===== config.mk =====
export PLATFORM = sky130hd
export DESIGN_NAME = png_chunk_stream_checker_top
export DESIGN_NICKNAME = d
export VERILOG_FILES = /design/src/pcsc_pkg.sv /design/src/pcsc_parser.sv /design/src/png_chunk_stream_checker_top.sv
export SDC_FILE = /design/constraint.sdc
export NUM_CORES = 1
export LEC_CHECK = 0
export CAP_MARGIN = 25
export CORE_UTILIZATION = 60
export DETAILED_ROUTE_END_ITERATION = 8
export DONT_BUFFER_PORTS = 1
export PLACE_DENSITY_LB_ADDON = 0.3
export SYNTH_ARGS = -nofsm -noshare
export SYNTH_HDL_FRONTEND = slang
export SYNTH_SLANG_ARGS = --single-unit

===== constraint.sdc =====
create_clock -name clk_i -period 8.15 [get_ports clk_i]
set_input_delay 1.63 -clock clk_i [delete_from_list [all_inputs] [get_ports clk_i]]
set_output_delay 1.63 -clock clk_i [all_outputs]
set_load 0.02 [all_outputs]

===== src/pcsc_pkg.sv =====
`timescale 1ns / 1ps

package pcsc_pkg;

  localparam int unsigned HDR_LEN  = 13;
  localparam int unsigned SIG_LEN  = 8;
  localparam int unsigned TDATA_W  = 184;
  localparam int unsigned TUSER_W  = 4;

  localparam logic [31:0] CRC_POLY  = 32'hEDB8_8320;
  localparam logic [31:0] CRC_INIT  = 32'hFFFF_FFFF;
  localparam logic [31:0] NAME_IHDR = 32'h4948_4452;
  localparam logic [31:0] NAME_IEND = 32'h4945_4E44;
  localparam logic [31:0] NAME_IDAT = 32'h4944_4154;

  typedef enum logic [2:0] {
    PH_SIG  = 3'd0,
    PH_LEN  = 3'd1,
    PH_NAME = 3'd2,
    PH_DATA = 3'd3,
    PH_CRC  = 3'd4,
    PH_DONE = 3'd5,
    PH_ERR  = 3'd6
  } phase_e;

  typedef enum logic [3:0] {
    EV_BUSY      = 4'd0,
    EV_SIG_OK    = 4'd1,
    EV_HEADER    = 4'd2,
    EV_DATA      = 4'd3,
    EV_CHUNK_OK  = 4'd4,
    EV_SIG_ERR   = 4'd5,
    EV_CRC_ERR   = 4'd6,
    EV_NAME_ERR  = 4'd7,
    EV_FIRST_ERR = 4'd8,
    EV_IEND      = 4'd9,
    EV_IGNORED   = 4'd10
  } event_e;

  typedef struct packed {
    event_e      event_res;
    logic [7:0]  out_byte;
    logic [31:0] chunk_length;
    logic [31:0] chunk_name;
    logic        is_idat;
    logic [31:0] image_width;
    logic [31:0] image_height;
    logic [7:0]  sample_depth;
    logic [7:0]  pixel_kind;
    logic [7:0]  compression_kind;
    logic [7:0]  filter_kind;
    logic [7:0]  interlace_kind;
  } pcsc_result_t;

  function automatic logic [7:0] sig_byte(input logic [2:0] idx);
    logic [7:0] v;
    case (idx)
      3'd0: v = 8'd137;
      3'd1: v = 8'd80;
      3'd2: v = 8'd78;
      3'd3: v = 8'd71;
      3'd4: v = 8'd13;
      3'd5: v = 8'd10;
      3'd6: v = 8'd26;
      3'd7: v = 8'd10;
      default: v = 8'd0;
    endcase
    return v;
  endfunction

  // Reflected CRC-32 over one byte; flattens into a parallel XOR network.
  function automatic logic [31:0] crc32_byte(input logic [31:0] c_in, input logic [7:0] b);
    logic [31:0] c;
    c = c_in ^ {24'd0, b};
    for (int k = 0; k < 8; k++) begin
      c = c[0] ? (CRC_POLY ^ (c >> 1)) : (c >> 1);
    end
    return c;
  endfunction

endpackage


===== src/pcsc_parser.sv =====
`timescale 1ns / 1ps

module pcsc_parser (
  input  logic                  clk_i,
  input  logic                  rst_ni,
  input  logic                  step_i,
  input  logic [7:0]            byte_i,
  input  logic                  sof_i,
  output pcsc_pkg::pcsc_result_t result_o
);
  import pcsc_pkg::*;

  phase_e      phase_q, phase_d, cur_phase;
  logic [31:0] cnt_q, cnt_d, cur_cnt;
  logic [31:0] crc_q, crc_d, cur_crc;
  logic [31:0] len_q, len_d, cur_len;
  logic [31:0] name_q, name_d, cur_name;
  logic [31:0] scrc_q, scrc_d, cur_scrc;
  logic [7:0]  hdr_q [HDR_LEN];
  logic [7:0]  hdr_d [HDR_LEN];
  logic [7:0]  cur_hdr [HDR_LEN];
  logic        first_q, first_d, cur_first;
  logic        ninv_q, ninv_d, cur_ninv;

  logic        sig_hit, cnt_last, crc_ok, first_bad, name_alpha;
  logic [31:0] crc_upd, scrc_shift, cnt_inc;
  event_e      ev;

  // Start of file restarts from the reset state before the byte is used.
  always_comb begin
    cur_phase = sof_i ? PH_SIG   : phase_q;
    cur_cnt   = sof_i ? 32'd0    : cnt_q;
    cur_crc   = sof_i ? CRC_INIT : crc_q;
    cur_len   = sof_i ? 32'd0    : len_q;
    cur_name  = sof_i ? 32'd0    : name_q;
    cur_scrc  = sof_i ? 32'd0    : scrc_q;
    cur_first = sof_i ? 1'b1     : first_q;
    cur_ninv  = sof_i ? 1'b0     : ninv_q;
    for (int i = 0; i < HDR_LEN; i++) begin
      cur_hdr[i] = sof_i ? 8'd0 : hdr_q[i];
    end
  end

  assign sig_hit    = (byte_i == sig_byte(cur_cnt[2:0]));
  assign cnt_last   = (cur_cnt >= 32'd3);
  assign cnt_inc    = cur_cnt + 32'd1;
  assign crc_upd    = crc32_byte(cur_crc, byte_i);
  assign scrc_shift = {cur_scrc[23:0], byte_i};
  assign crc_ok     = (scrc_shift == ~cur_crc);
  assign first_bad  = cur_first && ((cur_name != NAME_IHDR) || (cur_len != 32'(HDR_LEN)));
  assign name_alpha = byte_i inside {[8'h41:8'h5A], [8'h61:8'h7A]};

  // Next state
  always_comb begin
    phase_d = cur_phase;
    cnt_d   = cur_cnt;
    crc_d   = cur_crc;
    len_d   = cur_len;
    name_d  = cur_name;
    scrc_d  = cur_scrc;
    first_d = cur_first;
    ninv_d  = cur_ninv;
    hdr_d   = cur_hdr;
    case (cur_phase)
      PH_SIG: begin
        if (!sig_hit) begin
          phase_d = PH_ERR;
        end else if (cur_cnt >= 32'(SIG_LEN - 1)) begin
          phase_d = PH_LEN;
          cnt_d   = 32'd0;
        end else begin
          cnt_d = cnt_inc;
        end
      end
      PH_LEN: begin
        len_d = {cur_len[23:0], byte_i};
        if (cnt_last) begin
          phase_d = PH_NAME;
          cnt_d   = 32'd0;
          crc_d   = CRC_INIT;
          name_d  = 32'd0;
          ninv_d  = 1'b0;
        end else begin
          cnt_d = cnt_inc;
        end
      end
      PH_NAME: begin
        name_d = {cur_name[23:0], byte_i};
        crc_d  = crc_upd;
        if (!name_alpha) ninv_d = 1'b1;
        if (cnt_last) begin
          cnt_d   = 32'd0;
          scrc_d  = 32'd0;
          phase_d = (cur_len == 32'd0) ? PH_CRC : PH_DATA;
        end else begin
          cnt_d = cnt_inc;
        end
      end
      PH_DATA: begin
        crc_d = crc_upd;
        if (cur_first && (cur_cnt < 32'(HDR_LEN))) hdr_d[cur_cnt[3:0]] = byte_i;
        cnt_d = cnt_inc;
        if (cnt_inc == cur_len) begin
          phase_d = PH_CRC;
          cnt_d   = 32'd0;
        end
      end
      PH_CRC: begin
        scrc_d = scrc_shift;
        if (cnt_last) begin
          cnt_d = 32'd0;
          if (!crc_ok || cur_ninv || first_bad) begin
            phase_d = PH_ERR;
          end else begin
            first_d = 1'b0;
            if (cur_name == NAME_IEND) begin
              phase_d = PH_DONE;
            end else begin
              phase_d = PH_LEN;
              len_d   = 32'd0;
            end
          end
        end else begin
          cnt_d = cnt_inc;
        end
      end
      default: ;
    endcase
  end

  // Event code, with CRC error ahead of name error ahead of first chunk error
  always_comb begin
    ev = EV_BUSY;
    case (cur_phase)
      PH_SIG: begin
        if (!sig_hit) ev = EV_SIG_ERR;
        else if (cur_cnt >= 32'(SIG_LEN - 1)) ev = EV_SIG_OK;
      end
      PH_LEN:  ev = EV_BUSY;
      PH_NAME: if (cnt_last) ev = EV_HEADER;
      PH_DATA: ev = EV_DATA;
      PH_CRC: begin
        if (cnt_last) begin
          if (!crc_ok) ev = EV_CRC_ERR;
          else if (cur_ninv) ev = EV_NAME_ERR;
          else if (first_bad) ev = EV_FIRST_ERR;
          else if (cur_name == NAME_IEND) ev = EV_IEND;
          else ev = EV_CHUNK_OK;
        end
      end
      default: ev = EV_IGNORED;
    endcase
  end

  always_comb begin
    result_o.event_res        = ev;
    result_o.out_byte         = (cur_phase == PH_DATA) ? byte_i : 8'd0;
    result_o.chunk_length     = len_d;
    result_o.chunk_name       = name_d;
    result_o.is_idat          = (name_d == NAME_IDAT);
    result_o.image_width      = {hdr_d[0], hdr_d[1], hdr_d[2], hdr_d[3]};
    result_o.image_height     = {hdr_d[4], hdr_d[5], hdr_d[6], hdr_d[7]};
    result_o.sample_depth     = hdr_d[8];
    result_o.pixel_kind       = hdr_d[9];
    result_o.compression_kind = hdr_d[10];
    result_o.filter_kind      = hdr_d[11];
    result_o.interlace_kind   = hdr_d[12];
  end

  always_ff @(posedge clk_i or negedge rst_ni) begin
    if (!rst_ni) begin
      phase_q <= PH_SIG;
      cnt_q   <= 32'd0;
      crc_q   <= CRC_INIT;
      len_q   <= 32'd0;
      name_q  <= 32'd0;
      scrc_q  <= 32'd0;
      first_q <= 1'b1;
      ninv_q  <= 1'b0;
      for (int i = 0; i < HDR_LEN; i++) begin
        hdr_q[i] <= 8'd0;
      end
    end else if (step_i) begin
      phase_q <= phase_d;
      cnt_q   <= cnt_d;
      crc_q   <= crc_d;
      len_q   <= len_d;
      name_q  <= name_d;
      scrc_q  <= scrc_d;
      first_q <= first_d;
      ninv_q  <= ninv_d;
      hdr_q   <= hdr_d;
    end
  end

  a_err_latches: assert property (@(posedge clk_i) disable iff (!rst_ni)
    step_i && (ev == EV_SIG_ERR || ev == EV_CRC_ERR || ev == EV_NAME_ERR ||
               ev == EV_FIRST_ERR) |=> phase_q == PH_ERR)
    else $error("error event did not latch the error phase");

  a_iend_done: assert property (@(posedge clk_i) disable iff (!rst_ni)
    step_i && ev == EV_IEND |=> phase_q == PH_DONE && !first_q)
    else $error("IEND did not end parsing");

  a_data_count: assert property (@(posedge clk_i) disable iff (!rst_ni)
    phase_q == PH_DATA |-> cnt_q < len_q)
    else $error("data count ran past chunk length");

  a_field_count: assert property (@(posedge clk_i) disable iff (!rst_ni)
    (phase_q == PH_LEN || phase_q == PH_NAME || phase_q == PH_CRC) |-> cnt_q < 32'd4)
    else $error("field byte count out of range");

endmodule


===== src/png_chunk_stream_checker_top.sv =====
`timescale 1ns / 1ps
// An accepted byte's result is registered in the output register. One byte per cycle
// unless the output stalls; the per-byte CRC-32 update is a single XOR network. The
// input side stays ready while the held result is taken in the same cycle.
// Reset (rst_ni low, asynchronous) empties the output register and returns parsing
// to the signature check; a byte with start_of_file set restarts parsing as well.

module png_chunk_stream_checker_top (
  input  logic                          clk_i,
  input  logic                          rst_ni,
  input  logic                          s_axis_tvalid,
  output logic                          s_axis_tready,
  input  logic [7:0]                    s_axis_tdata,  // [7:0] data_byte
  input  logic                          s_axis_tuser,  // [0] start_of_file
  output logic                          m_axis_tvalid,
  input  logic                          m_axis_tready,
  // [7:0] out_byte, [39:8] chunk_length, [71:40] chunk_name, [72] is_idat,
  // [104:73] image_width, [136:105] image_height, [144:137] sample_depth,
  // [152:145] pixel_kind, [160:153] compression_kind, [168:161] filter_kind,
  // [176:169] interlace_kind, [183:177] zero
  output logic [pcsc_pkg::TDATA_W-1:0] m_axis_tdata,
  output logic [pcsc_pkg::TUSER_W-1:0] m_axis_tuser   // [3:0] event_res
);
  import pcsc_pkg::*;

  logic         accept;
  logic         valid_q;
  pcsc_result_t result;
  pcsc_result_t res_q;

  assign s_axis_tready = !valid_q || m_axis_tready;
  assign accept        = s_axis_tvalid && s_axis_tready;

  pcsc_parser u_parser (
    .clk_i    (clk_i),
    .rst_ni   (rst_ni),
    .step_i   (accept),
    .byte_i   (s_axis_tdata),
    .sof_i    (s_axis_tuser),
    .result_o (result)
  );

  always_ff @(posedge clk_i or negedge rst_ni) begin
    if (!rst_ni) begin
      valid_q <= 1'b0;
    end else if (accept) begin
      valid_q <= 1'b1;
    end else if (m_axis_tready) begin
      valid_q <= 1'b0;
    end
  end

  // Hold the result until the downstream side takes it.
  always_ff @(posedge clk_i) begin
    if (accept) begin
      res_q <= result;
    end
  end

  assign m_axis_tvalid = valid_q;
  assign m_axis_tuser  = res_q.event_res;
  assign m_axis_tdata  = {7'd0,
                          res_q.interlace_kind,
                          res_q.filter_kind,
                          res_q.compression_kind,
                          res_q.pixel_kind,
                          res_q.sample_depth,
                          res_q.image_height,
                          res_q.image_width,
                          res_q.is_idat,
                          res_q.chunk_name,
                          res_q.chunk_length,
                          res_q.out_byte};

endmodule

After elaboration in Yosys (flattened, before gate mapping)

Memories as Yosys holds them, arrays and structs flattened.
Index checks and enable logic that the tools add are counted.

Register bits after elaboration: 451
Bits in read-only memories: 56
Input port bits: 13
Output and inout bits: 190
Word-level logic and storage cells: 161
Memories kept: 1

Memory list:

| memory           | depth | bits a word | read ports | clocked after Yosys merged registers in | write ports | line           | text |
|---|---|---|---|---|---|---|---|
| (name not given) | 8     | 7           | 1          | 0                                       | 0           | pcsc_pkg.sv:57 | `case (idx)` |

$add $sub $neg: 1
Magnitude comparators: 9
Eq/ne operators: 11
Mux-type cells: 76
Bitwise logic cells: 11
Reduce and logical (&&, ||, !) cells: 18

Operators with widths:

| cell                    | count |
|---|---|
| $mux W32                | 23 |
| $pmux W32 S2            | 4 |
| $mux W104               | 2 |
| $mux W8                 | 14 |
| $not A13 Y14            | 8 |
| $bwmux W104             | 1 |
| $pmux W32 S3            | 1 |
| $eq A32 B31 Y1 const B  | 2 |
| $eq A32 B32 Y1          | 2 |
| $mux W3                 | 11 |
| $add A32 B1 Y32 const B | 1 |
| $demux W8 S4            | 1 |
| $ge A32 B2 Y1 const B   | 1 |
| $ge A32 B3 Y1 const B   | 1 |
| $logic_not A32 Y1       | 1 |
| $lt A32 B4 Y1 const B   | 1 |
| $ne A32 B31 Y1 const B  | 1 |
| $ne A32 B4 Y1 const B   | 1 |
| $not A32 Y32            | 1 |
| $xor A32 B8 Y32         | 1 |
| $mux W4                 | 5 |
| $pmux W4 S5             | 1 |
| $ge A8 B7 Y1 const B    | 2 |
| $le A8 B7 Y1 const B    | 2 |
| 18 further kinds        | 38 |

Logic depth before layout (Yosys ltp)

Word-level depth: 19
Gate-level depth with buffers: 21
Gate-level depth less buffers: 13

Hierarchy

A second synthesis with hierarchy kept.

Cell total of the unflattened synthesis: 2,074
Area total of the unflattened synthesis: 21,889.7 um^2

Modules (own cells, without submodules):

| module                       | times used | cells an instance | area an instance (um^2) | seq. area each (um^2) |
|---|---|---|---|---|
| pcsc_parser                  | 1          | 1,881             | 16,344.4                | 6,572.6 |
| png_chunk_stream_checker_top | 1          | 193               | 5,545.3                 | 5,460.2 |

Worst setup path before layout

No wires, ideal clock.

Kind: in2reg
Start: in m_axis_tready
End: reg res_q (netlist bit m_axis_tdata[0]), enable pin
Setup time: 615 ps
Arrival: 7,573 ps
Required time: 7,535 ps
Setup slack: -39 ps
Stages on the path: 5
Path buffers: 2
Cells stage by stage: nand2b_1 > nand2_1 > inv_2 > buf_1 > buf_1

Word-level cells in the longest chain between the ends: 2

Ends and longest elaborated chain:

| what                 | line                               | text |
|---|---|---|
| from (decl)          | png_chunk_stream_checker_top.sv:16 | `input logic m_axis_tready,` |
| $logic_or A1 B1 Y1   | png_chunk_stream_checker_top.sv:31 | `assign s_axis_tready = !valid_q \|\| m_axis_tready;` |
| $logic_and A1 B1 Y1  | png_chunk_stream_checker_top.sv:32 | `assign accept = s_axis_tvalid && s_axis_tready;` |
| named net accept     | png_chunk_stream_checker_top.sv:26 | `logic accept;` |
| to (signal assigned) | png_chunk_stream_checker_top.sv:56 | `res_q <= result;` |
| to (decl)            | png_chunk_stream_checker_top.sv:29 | `pcsc_result_t res_q;` |

The timed path passes the listed nets, and every way through them passes these cells.
A chain may end at the register's enable or synchronous reset.

Worst setup path after layout

Start: in s_axis_tuser
End: reg u_parser.cnt_q[6]

Word-level cells in the longest chain between the ends: 5
Elaborated cells between the ends (all ways): 20
Classes of those cells: 1 x add/sub; 2 x order compare; 6 x eq/ne; 8 x mux; 2 x reduce/logical; 1 x memory

Ends and longest elaborated chain:

| what                                          | line                                  | text |
|---|---|---|
| from (decl)                                   | png_chunk_stream_checker_top.sv:14    | `input logic s_axis_tuser,` |
| $mux W32                                      | pcsc_parser.sv:32                     | `cur_cnt = sof_i ? 32'd0 : cnt_q;` |
| $add A32 B1 Y32, or another cell as far along | pcsc_parser.sv:46                     | `assign cnt_inc = cur_cnt + 32'd1;` |
| $eq A32 B32 Y1, or another cell as far along  | pcsc_parser.sv:103                    | `if (cnt_inc == cur_len) begin` |
| $mux W32 (on tied branches)                   | pcsc_parser.sv:103, pcsc_parser.sv:66 |  |
| $pmux W32 S3 (*)                              | pcsc_parser.sv:64                     | `case (cur_phase)` |
| to (signal assigned)                          | pcsc_parser.sv:185                    | `cnt_q <= cnt_d;` |
| to (decl)                                     | pcsc_parser.sv:14                     | `logic [31:0] cnt_q, cnt_d, cur_cnt;` |

Mark *: on every way between the ends. The rest lies on a longest branch, timed or not.

==> impl_metrics.py <==
metrics = {
    "global_route": {
        "grt_pass1_vias": 15300,
        "antenna_found_initial": 0,
        "grt_pass1_wl_um": 89780,
        "track_usage": 0.3174,
        "grt_max_degree": 263,
        "grt_overflow": 0,
    },
    "sta": {
        "fmax_mhz": 183.9,
        "tns_ns": 0,
        "fin_crit_ns": 5.436,
        "period_share": 0.6670,
        "hold_viol": 0,
        "worst_slew_pin_slew_ns": 1.042,
        "setup_viol": 0,
        "slew_violations": 0,
        "setup_slack_ns": 2.714,
        "hold_ws_ns": 0.4770,
        "fin_skew_ns": 0.01634,
        "maxSlewHeadroom": 0.3031,
        "rsz0062_at_grt": "false",
    },
    "worst_setup_path": {
        "start_kind": "input pin",
        "cp-end-kind": "flip-flop",
        "r2r-end": "u_parser.cnt_q[6]$_DFFE_PN0P_",
        "crit_arrival_ns": 5.86,
        "rrSetupSlack_ns": 3.36,
        "r2r_start": "u_parser.cnt_q[1]$_DFFE_PN0P_",
        "crit_type": "in -> reg",
        "required_ns": 8.57,
        "critical_path.max_fanout": 116,
        "r2r_cells": 12,
    },
    "yosys": {
        "synth_area_leaders": "dfrtp_1 27%, edfxtp_1 25%, a22o_1 6.9%, nand2_1 4.2%, dfstp_2 4.0%",
        "synth-async-reset-ratio": 0.5914,
        "ys_top_cells_by_count": "239 x nand2_1, 229 x dfrtp_1, 181 x edfxtp_1",
        "yosysTopAreaCell": "dfrtp_1",
        "postSynthCellCount": 2045,
        "synth_fa_ha_area_frac": 0.004082,
        "synth_xor_area_frac": 0.05622,
        "synthSimpleGateAreaFrac": 0.1600,
        "yosys_register_bits": 443,
        "synth_flop_cell": "dfrtp_1",
        "synth_top_area_frac": 0.2671,
        "avgSynthCellArea_um2": 10.49,
        "synth_compound_area_frac": 0.1715,
        "yosys_warnings": 0,
        "synth_top_family_by_area": "compound AO/OA/AOI/OAI gates",
        "synthMuxAreaShare": 0.007990,
        "synth_cell_types": 80,
        "synth.most_common_cell": "nand2_1",
        "yosysSeqAreaShare": 0.5609,
        "synth_edf_count": 181,
        "syn_area_mm2": 0.02145,
    },
    "min_path": {
        "min_path_type": "reg -> reg",
        "hp-start": "u_parser.hdr_q[6]$_DFFE_PN0P_",
        "holdPathEnd": "u_parser.hdr_q[6]$_DFFE_PN0P_",
        "hold_path_depth": 2,
    },
    "cts": {
        "cts_tree": "yes",
        "cts.clk_slew.worst_paths_ns": 0.06,
        "clkSinkCount": 443,
        "post_cts_resized": 0,
        "clock-root-buffer": "clkbuf_16",
        "clk_latency_ns": 0.57,
        "cts_buffers": 45,
        "hold_buffers": 0,
        "clock_path_buffers": 3,
        "postCtsSetupRepairBufs": 0,
        "htreeDepth": 2,
    },
    "die": {
        "ios": 203,
        "die_area_mm2": 0.03652,
        "coreArea_mm2": 0.03488,
        "fp.dieH_um": 191.1,
        "rows": 68,
        "die_w_um": 191.1,
        "start_util": 0.6150,
    },
    "power": {
        "max-vdd-ir-drop_mv": 0.1763,
        "powerDensity_mw_per_mm2": 242.8,
        "total_power_mw": 5.593,
        "power.leakage_nw": 9.035,
    },
    "placement": {
        "place_ws_ns": 2.225,
        "io_buffers": 0,
        "dpl.hpwl_um": 36800,
        "gp_congestion": 0.9478,
    },
    "outcome": {
        "status": "complete, no violations",
    },
    "finish": {
        "final_nets": 1969,
        "syn2layout_area_growth_pct": 7.377,
        "diodes": 0,
        "seqCellArea_mm2": 0.01203,
        "drive_gt1_frac": 0.08157,
        "fill_cells": 2637,
        "multi_input_comb_area_mm2": 0.008656,
    },
    "detailed_routing": {
        "first_pass_iters": 5,
        "viasPerCell": 6.723,
        "drt-total-wl_um": 58160,
        "drt_iter0_markers": 2135,
        "vias": 16410,
        "wl_per_cell_um": 23.83,
        "remaining_drc_errors": 0,
        "ant_nets": 0,
    },
    "flow_run": {
        "drv_cap": 0,
    },
}
layout make-up:
cell class / instances / area share
Sequential cell: 443 / 0.5223
Multi-Input combinational cell: 1414 / 0.3757
Clock buffer: 67 / 0.05556
Tap cell: 455 / 0.02471
Clock inverter: 17 / 0.009124
Timing Repair Buffer: 17 / 0.007604
Inverter: 28 / 0.004942
metal layers:
layer  wire (um)  global-route usage
met5           0                   0
met4        1677              0.1093
met3        5358             0.05673
met2       27530              0.5014
met1       23590              0.4426
metrics by stage:
step,std cells,utilization,area [um2]
final,2441,0.6604,23040
after global routing,2441,0.6604,23040
after CTS,2439,0.6592,22990
after detailed placement,2355,0.6165,21500
after global placement,2354,0.6157,21480
after floorplan,2051,-,21480
worst max-delay path by stage:
stage	start	endpoint	slack (ns)
after floorplan	m_axis_tready	m_axis_tdata[0]$_SDFFCE_PN0P_	0.43
after global placement	s_axis_tuser	u_parser.cnt_q[4]$_DFFE_PN0P_	2.42
after detailed placement	s_axis_tuser	u_parser.cnt_q[0]$_DFFE_PN0P_	2.22
after CTS	s_axis_tuser	u_parser.cnt_q[6]$_DFFE_PN0P_	2.80
after global routing	s_axis_tuser	u_parser.cnt_q[5]$_DFFE_PN0P_	2.44
final	s_axis_tuser	u_parser.cnt_q[6]$_DFFE_PN0P_	2.71
flip-flops by register name, indices dropped and copies added, names as in the netlist:
register / count
m_axis_tdata: 177
m_axis_tuser: 4
m_axis_tvalid: 1
u_parser.cnt_q: 32
u_parser.crc_q: 32
u_parser.first_q: 1
u_parser.hdr_q: 104
u_parser.len_q: 32
u_parser.name_q: 32
u_parser.ninv_q: 1
u_parser.phase_q: 3
u_parser.scrc_q: 24
where the power goes:
part | leakage [nW] | internal (mW) | switching [mW]
logic | 3.01 | 0.307 | 0.471
registers | 5.30 | 2.51 | 0.225
clock network | 0.719 | 1.22 | 0.862
cells in the final DEF, fill, tap and decap left out, types with 20 or more instances in the layout:
| cell | instances |
|---|---|
| nand4_1 | 20 |
| o21ai_1 | 34 |
| edfxtp_1 | 181 |
| nand2_1 | 238 |
| dfrtp_1 | 229 |
| nand3_1 | 131 |
| a21oi_1 | 80 |
| xnor2_1 | 91 |
| xor2_1 | 33 |
| clkbuf_16 | 46 |
| and2_1 | 22 |
| nor3_1 | 39 |
| inv_1 | 26 |
| dfstp_2 | 33 |
| o21ai_0 | 169 |
| a22oi_1 | 22 |
| nor4_1 | 36 |
| a22o_1 | 168 |
| nor2_1 | 121 |
critical path, cell delays in order:
cell,delay [ns]
nor2b_1,0.31
ha_1,0.60
nand4_1,0.26
nor4_4,0.69
nand3_1,0.31
xor2_1,0.22
a22oi_1,0.21
a41o_1,0.21
o2111ai_1,0.24
a32o_1,0.43
nand2_2,0.48
o21ai_0,0.20
kinds of logic after synthesis:
| kind of cell | after synthesis |
|---|---|
| muxes | 16 |
| xor gates and xnor gates | 131 |
| AOI/OAI and AO/OA | 550 |
| DFF | 443 |
| other | 1 |
| adders and majority gates | 7 |
| buffers and inverters | 194 |
| and+or+nand+nor | 703 |
Note: power is estimated with default switching activity, not from simulation.
